## src/sipq_pkg.sv

```systemverilog
// ----------------------------------------------------------------------------
// Sorted insertion priority queue package
// Shared sizes, codes and the per-cell control struct of the queue.
// ----------------------------------------------------------------------------
package sipq_pkg;

  // Number of entries the queue holds.
  localparam int Depth = 16;
  // Width of the fill count, which must hold Depth itself.
  localparam int CntW = $clog2(Depth + 1);
  // Width of one stored value.
  localparam int ValW = 32;

  typedef enum logic {
    ActPush = 1'b0,
    ActPop  = 1'b1
  } action_e;

  typedef enum logic [1:0] {
    StOk       = 2'd0,
    StPopEmpty = 2'd1,
    StPushFull = 2'd2
  } status_e;

  // Operation broadcast to every cell of the chain in the same cycle.
  typedef struct packed {
    logic push;
    logic pop;
  } cell_ctl_t;

endpackage

```

## src/sipq_cell.sv

```systemverilog
// ----------------------------------------------------------------------------
// Sorted insertion priority queue cell
// One slot of the queue: holds a value, ranks it against a new value and
// keeps it, takes the new value, or shifts with its neighbors.
// ----------------------------------------------------------------------------
module sipq_cell (
  input  logic                                 clk_i,
  input  logic                                 mode_i,
  input  logic                                 occ_i,
  input  sipq_pkg::cell_ctl_t                  ctl_i,
  input  logic signed [sipq_pkg::ValW-1:0]     new_value_i,
  input  logic signed [sipq_pkg::ValW-1:0]     from_above_i,
  input  logic signed [sipq_pkg::ValW-1:0]     from_below_i,
  input  logic                                 stay_i,
  output logic                                 stay_o,
  output logic signed [sipq_pkg::ValW-1:0]     value_o,
  output logic signed [sipq_pkg::ValW-1:0]     next_o
);

  logic signed [sipq_pkg::ValW-1:0] value_q, value_d;
  logic                             ranks_above;
  logic                             keep;

  // In max order a stored entry stays above a strictly smaller new value;
  // in min order above a strictly larger one.
  assign ranks_above = mode_i ? (value_q < new_value_i) : (value_q > new_value_i);

  // Every slot above this one kept its entry, and so does this one.
  assign keep   = stay_i & occ_i & ranks_above;
  assign stay_o = keep;

  always_comb begin
    value_d = value_q;
    if (ctl_i.push) begin
      if (keep) begin
        value_d = value_q;
      end else if (stay_i) begin
        value_d = new_value_i;
      end else begin
        value_d = from_above_i;
      end
    end else if (ctl_i.pop) begin
      value_d = from_below_i;
    end
  end

  always_ff @(posedge clk_i) begin
    value_q <= value_d;
  end

  assign value_o = value_q;
  assign next_o  = value_d;

endmodule

```

## src/sorted_insertion_priority_queue.sv

```systemverilog
// ----------------------------------------------------------------------------
// Sorted insertion priority queue
// Bounded priority queue built as a row of compare-and-shift cells.
// ----------------------------------------------------------------------------
// Usage:
//   An item is a push or a pop command. It is accepted at a rising clock edge
//   with start high and busy low. In the next cycle done_o is high for
//   one cycle and the result ports carry the popped value, the new top, the
//   empty flag, the fill count and a status code. The receiver cannot stall
//   the result; it must take it in that cycle.
//   Throughput is one item per cycle while busy is low: all cells compare
//   the new value against their entry in parallel, and a keep flag ripples
//   down the chain from the top cell, so each cell knows in the same cycle
//   whether to keep its entry, take the new value or shift down. A pop shifts
//   every cell up by one. The user must write the order_mode register (0
//   largest on top, 1 smallest on top) through the cfg channel only while no
//   item is in flight; the block does not enforce this. Changing it does not
//   reorder stored entries. Reset clears the fill count and the mode; stored
//   values are not cleared, since slots at or beyond the fill count are never
//   shown. busy is high for the first cycle after reset and low from then on.
// ----------------------------------------------------------------------------
module sorted_insertion_priority_queue (
  input  logic                                 clk_i,
  input  logic                                 rst_ni,
  input  logic                                 start,
  output logic                                 busy,
  input  logic                                 action_i,
  input  logic signed [sipq_pkg::ValW-1:0]     push_value_i,
  input  logic                                 cfg_valid_i,
  output logic                                 cfg_ready_o,
  input  logic                                 cfg_data_i,
  output logic                                 done_o,
  output logic signed [sipq_pkg::ValW-1:0]     popped_value_o,
  output logic                                 popped_valid_o,
  output logic signed [sipq_pkg::ValW-1:0]     top_value_o,
  output logic                                 is_empty_o,
  output logic [sipq_pkg::CntW-1:0]            fill_count_o,
  output logic [1:0]                           status_o
);

  localparam int Depth = sipq_pkg::Depth;
  localparam int CntW  = sipq_pkg::CntW;
  localparam int ValW  = sipq_pkg::ValW;

  logic                   busy_q;
  logic                   mode_q;
  logic [CntW-1:0]        count_q, count_d;
  logic                   done_q;
  logic signed [ValW-1:0] popped_value_q;
  logic                   popped_valid_q;
  logic signed [ValW-1:0] top_value_q, top_value_d;
  sipq_pkg::status_e      status_q, status_d;

  logic                   accept;
  logic                   is_pop;
  logic                   full;
  logic                   empty;
  sipq_pkg::cell_ctl_t    ctl;

  logic [Depth-1:0]       occ;
  logic [Depth:0]         stay;
  logic signed [ValW-1:0] cell_val  [Depth];
  logic signed [ValW-1:0] cell_next [Depth];

  assign accept = start & ~busy_q;
  assign is_pop = (action_i == sipq_pkg::ActPop);
  assign full   = (count_q == CntW'(Depth));
  assign empty  = (count_q == '0);

  assign ctl.push = accept & ~is_pop & ~full;
  assign ctl.pop  = accept & is_pop & ~empty;

  // The top cell always sees an unbroken run of kept entries above it.
  assign stay[0] = 1'b1;

  for (genvar k = 0; k < Depth; k++) begin : g_cell
    logic signed [ValW-1:0] from_above;
    logic signed [ValW-1:0] from_below;

    assign occ[k] = (count_q > CntW'(k));

    if (k == 0) begin : g_top
      assign from_above = push_value_i;
    end else begin : g_mid
      assign from_above = cell_val[k-1];
    end

    if (k == Depth - 1) begin : g_bottom
      assign from_below = cell_val[k];
    end else begin : g_inner
      assign from_below = cell_val[k+1];
    end

    sipq_cell u_cell (
      .clk_i        (clk_i),
      .mode_i       (mode_q),
      .occ_i        (occ[k]),
      .ctl_i        (ctl),
      .new_value_i  (push_value_i),
      .from_above_i (from_above),
      .from_below_i (from_below),
      .stay_i       (stay[k]),
      .stay_o       (stay[k+1]),
      .value_o      (cell_val[k]),
      .next_o       (cell_next[k])
    );
  end

  always_comb begin
    count_d = count_q;
    if (ctl.push) begin
      count_d = count_q + CntW'(1);
    end else if (ctl.pop) begin
      count_d = count_q - CntW'(1);
    end
  end

  always_comb begin
    status_d = sipq_pkg::StOk;
    if (is_pop && empty) begin
      status_d = sipq_pkg::StPopEmpty;
    end else if (!is_pop && full) begin
      status_d = sipq_pkg::StPushFull;
    end
  end

  // The top after this item is whatever the top cell holds next.
  assign top_value_d = (count_d == '0) ? '0 : cell_next[0];

  always_ff @(posedge clk_i or negedge rst_ni) begin
    if (!rst_ni) begin
      busy_q   <= 1'b1;
      mode_q   <= 1'b0;
      count_q  <= '0;
      done_q   <= 1'b0;
      status_q <= sipq_pkg::StOk;
    end else begin
      busy_q <= 1'b0;
      done_q <= accept;
      if (cfg_valid_i && cfg_ready_o) begin
        mode_q <= cfg_data_i;
      end
      if (accept) begin
        count_q  <= count_d;
        status_q <= status_d;
      end
    end
  end

  always_ff @(posedge clk_i) begin
    if (accept) begin
      popped_value_q <= ctl.pop ? cell_val[0] : '0;
      popped_valid_q <= ctl.pop;
      top_value_q    <= top_value_d;
    end
  end

  assign busy           = busy_q;
  assign cfg_ready_o    = ~busy_q;
  assign done_o         = done_q;
  assign popped_value_o = popped_value_q;
  assign popped_valid_o = popped_valid_q;
  assign top_value_o    = top_value_q;
  assign is_empty_o     = (count_q == '0);
  assign fill_count_o   = count_q;
  assign status_o       = status_q;

  // Every accepted item yields a result in the next cycle and no other.
  assert property (@(posedge clk_i) disable iff (!rst_ni)
    (start && !busy) |=> done_o)
    else $error("accepted item gave no result");

  assert property (@(posedge clk_i) disable iff (!rst_ni)
    !(start && !busy) |=> !done_o)
    else $error("result without an accepted item");

  assert property (@(posedge clk_i) disable iff (!rst_ni)
    count_q <= CntW'(Depth))
    else $error("fill count beyond depth");

  assert property (@(posedge clk_i) disable iff (!rst_ni)
    (done_o && popped_valid_o) |-> (status_o == sipq_pkg::StOk))
    else $error("pop reported with error status");

  assert property (@(posedge clk_i) disable iff (!rst_ni)
    (done_o && status_o == sipq_pkg::StPushFull) |-> (fill_count_o == CntW'(Depth)))
    else $error("full push flagged while not full");

  assert property (@(posedge clk_i) disable iff (!rst_ni)
    (done_o && is_empty_o) |-> (top_value_o == '0))
    else $error("empty queue shows a nonzero top");

endmodule

```

## config.mk

```make
export PLATFORM = sky130hd
export DESIGN_NAME = sorted_insertion_priority_queue
export DESIGN_NICKNAME = d
export VERILOG_FILES = /design/src/sipq_pkg.sv /design/src/sipq_cell.sv /design/src/sorted_insertion_priority_queue.sv
export SDC_FILE = /design/constraint.sdc
export NUM_CORES = 2
export LEC_CHECK = 0
export BUFFER_PORTS_ARGS = -buffer_cell sky130_fd_sc_hd__buf_2
export CAP_MARGIN = 10
export CORE_ASPECT_RATIO = 0.5
export CORE_UTILIZATION = 41
export CTS_CLUSTER_SIZE = 28
export DETAILED_ROUTE_END_ITERATION = 7
export GPL_TIMING_DRIVEN = 0
export PLACE_DENSITY = 0.56
export SLEW_MARGIN = 20
export SYNTH_ARGS = -nofsm -noshare
export SYNTH_HDL_FRONTEND = slang
export SYNTH_SLANG_ARGS = --single-unit
```

## constraint.sdc

```tcl
create_clock -name clk_i -period 14.93 [get_ports clk_i]
set_clock_uncertainty 0.15 [all_clocks]
set_input_delay 0.7465 -clock clk_i [delete_from_list [all_inputs] [get_ports clk_i]]
set_output_delay 0.7465 -clock clk_i [all_outputs]
set_load 0.02 [all_outputs]
```

==> load_flow_metrics.sql <==
INSERT INTO impl_metrics (metric_group, metric, value, unit) VALUES
('sta', 'finalHoldViolCount', '0', ''),
('cells_and_area', 'layout-drive-gt1-share', '0.0751', ''),
('cells_and_area', 'area.sequential', '17300', 'um^2'),
('synthesis', 'synth_area_per_cell', '9.56', 'um^2'),
('clock_network', 'clock_latency', '0.68', 'ns'),
('die', 'floorplan.die_area', '102000', 'um^2'),
('die', 'die_h', '226', 'um'),
('synthesis', 'yosys.cell_types.count', '88', ''),
('worst_setup_path', 'cp_slowest_cell', 'inv_1', ''),
('worst_setup_path', 'worst-path-stages', '15', ''),
('worst_setup_path', 'setup.worst_path.end_class', 'flop', ''),
('clock_network', 'clock_tree.root_cell', 'clkbuf_16', ''),
('clock_network', 'cts_buffers', '60', ''),
('worst_setup_path', 'worst-setup-path-type', 'input pin to flop', ''),
('worst_setup_path', 'path_buf_inv', '4', ''),
('worst_setup_path', 'timing.critical_path.max_delay_family', 'buffers and inverters', ''),
('run', 'maxCapViolCount', '0', ''),
('route', 'routed_wire_length_per_instance', '27.2', 'um'),
('clock_network', 'cts_tree', 'built', ''),
('status', 'status', 'finished clean', ''),
('cells_and_area', 'layout.filler_cells', '9513', ''),
('route', 'drt-total-wl', '160', 'mm'),
('global_route', 'grt.overflow.total', '0', ''),
('die', 'floorplan.io_pins', '114', ''),
('sta', 'totalNegativeSetupSlack', '0', 'ns'),
('sta', 'slew_limit_fails', '0', ''),
('worst_hold_path', 'min_delay_path_depth', '2', ''),
('worst_setup_path', 'critical-path-max-stage-delay', '0.88', 'ns'),
('route', 'detail_route.vias_per_cell', '6.30', ''),
('cells_and_area', 'layout_common_cells', '582 x nand2_1, 545 x edfxtp_1, 517 x ha_1, 343 x nor2_1, 237 x a21oi_1', ''),
('synthesis', 'postSynthCellCount', '4318', ''),
('synthesis', 'ys_dominant_reg_cell', 'edfxtp_1', ''),
('power_and_ir_drop', 'leakagePower', '0.0177', 'uW'),
('synthesis', 'synthDominantCellAreaShare', '0.396', ''),
('cells_and_area', 'instances_no_fill', '5874', ''),
('power_and_ir_drop', 'vdd.ir_drop.worst', '74.9', 'uV'),
('route', 'routed_vias', '37000', ''),
('sta', 'timing.slew.headroom', '0.126', ''),
('sta', 'fmax', '130', 'MHz'),
('synthesis', 'mappedNetlistNets', '4873', ''),
('route', 'post-route-drc-count', '0', ''),
('cells_and_area', 'area_growth_syn_to_layout', '11.1', '%'),
('worst_setup_path', 'timing.critical_path.from_type', 'input pin', ''),
('synthesis', 'yosys.area.top_type', 'edfxtp_1', ''),
('cells_and_area', 'layout.nets', '5042', ''),
('global_route', 'global_route_wire_length_before_repair', '231', 'mm'),
('sta', 'final-setup-viol-count', '0', ''),
('worst_setup_path', 'crit_chain', 'clkbuf_1 > inv_1 > ha_1 > nand4_1 > nor4_1 > o21ai_1 > a31oi_1 > mux2i_1 > and4_1 > o22ai_2 > nor2_2 > o2111ai_2 > buf_2 > o31a_2 > buf_12', ''),
('cells_and_area', 'layout_commonest_cell', 'nand2_1', ''),
('worst_setup_path', 'reg2regPathDepth', '9', ''),
('place', 'dp_hpwl', '129', 'mm'),
('die', 'start_util', '0.418', ''),
('clock_network', 'clkTransAtPathRegs', '0.07', 'ns'),
('route', 'drt_iter0_markers', '4020', ''),
('worst_setup_path', 'critPathRequiredTime', '15.20', 'ns'),
('die', 'die_width', '451', 'um'),
('sta', 'tightest_slew', '1.31', 'ns'),
('synthesis', 'synth_enable_flop_cells', '545', ''),
('worst_setup_path', 'critical_path_peak_fanout', '20', ''),
('route', 'drtAntennaViolNets', '0', ''),
('global_route', 'number_of_global_route_vias_before_repair', '36000', ''),
('route', 'number_of_iterations_in_the_first_detailed_routing_pass', '8', ''),
('synthesis', 'post_synth_instance_area', '41300', 'um^2'),
('die', 'rows', '81', ''),
('synthesis', 'ys_ff_latch', '587', ''),
('sta', 'finalWorstPathRequiredPeriod', '7.69', 'ns'),
('worst_hold_path', 'min_path_type', 'input pin to flop', ''),
('place', 'place_congestion', '0.993', ''),
('place', 'numPlacedInstances', '5751', ''),
('synthesis', 'postSynth.asyncResetShare', '0.0170', ''),
('synthesis', 'synth.top_cells.by_area', 'edfxtp_1 40%, ha_1 16%, nand2_1 5.3%', '');
final timing paths:
| kind | to | startpoint | slack (ns) |
|---|---|---|---|
| worst max-delay path | g_cell[15].u_cell.value_o[10]$_DFFE_PP_ | push_value_i[15] | 7.24 |
| worst min-delay path | mode_q$_DFFE_PN0P_ | cfg_data_i | 0.17 |
| worst max register to register | g_cell[15].u_cell.value_o[10]$_DFFE_PP_ | mode_q$_DFFE_PN0P_ | 8.82 |
| worst min register to register | status_o[1]$_DFFE_PN0P_ | status_o[1]$_DFFE_PN0P_ | 0.34 |
| max in group asynchronous | busy$_DFF_PN1_ | rst_ni | 14.00 |
| min in group asynchronous | fill_count_o[2]$_DFFE_PN0P_ | rst_ni | 0.35 |
cells in the mapped netlist, types with 74 or more instances:
| cell type | number |
|---|---|
| inv_1 | 74 |
| a31oi_1 | 123 |
| nor3_1 | 125 |
| o211ai_1 | 145 |
| clkbuf_1 | 213 |
| edfxtp_1 | 545 |
| o31ai_1 | 75 |
| nand2_1 | 586 |
| nand4_1 | 90 |
| mux2i_1 | 143 |
| ha_1 | 517 |
| nand3_1 | 229 |
| nor2_1 | 343 |
| o21ai_0 | 235 |
| a21oi_1 | 237 |
state kept, by name, summed over array words and instances, names as in the netlist, 2 cells and up:
signal	flops
g_cell.u_cell.value_o	512
top_value_o	32
popped_value_o	32
fill_count_o	5
status_o	2
metal layers:
metal | vias up | part of all wire | GRT usage
met3 | 262 | 0.098 | 0.0573
met1 | 18100 | 0.44 | 0.431
met5 | - | 0.00016 | 0
met4 | 4 | 0.030 | 0.0918
li1 | 16800 | - | -
met2 | 1810 | 0.43 | 0.472
power breakdown:
group	internal [uW]	leakage, uW	total (uW)	switching [uW]
clock	833	0.000941	1570	734
combinational	571	0.0113	1700	1130
sequential	2070	0.00549	2270	195
kinds of logic after synthesis:
logic type | count (synthesis) | share of synthesized area
AO/OA/AOI/OAI | 1116 | 0.173
XOR/XNOR | 5 | 0.00106
adder cells (fa/ha/maj) | 517 | 0.157
buffers and inverters | 371 | 0.0362
flip-flops | 587 | 0.418
multiplexers | 180 | 0.0458
other | 1 | 0.0000908
AND/OR/NAND/NOR | 1541 | 0.169
repair_timing:
item                                   4_1_cts  5_1_grt
endpoints found under the hold margin        9        0
setup endpoints to repair                    0        0
hold buffers                                 1        0
resized for setup                            0        0
setup buffers                                0        0
stage by stage:
| stage | cell area [um^2] | util | setup WS (ns) | hold WS [ns] | power, uW |
|---|---|---|---|---|---|
| after floorplan | 41300 | - | 8.25 | 0.301 | 3330 |
| after global placement | 43400 | 0.440 | 3.66 | 0.312 | 3880 |
| after detailed placement | 43900 | 0.444 | 6.93 | 0.322 | 3940 |
| after CTS | 45800 | 0.464 | 7.62 | 0.151 | 5480 |
| after global routing | 45900 | 0.465 | 7.33 | 0.165 | 5760 |
| final | 45900 | 0.465 | 7.24 | 0.167 | 5530 |
area by class of cell:
type / count / area share
Buffer: 297 / 0.0267
Timing Repair Buffer: 107 / 0.0177
Clock buffer: 76 / 0.0368
Inverter: 74 / 0.00611
Tap cell: 1328 / 0.0362
Sequential cell: 587 / 0.376
Antenna cell: 8 / 0.000436
Multi-Input combinational cell: 3360 / 0.494
Clock inverter: 37 / 0.00548
Note: power is estimated with default switching activity, not from simulation.
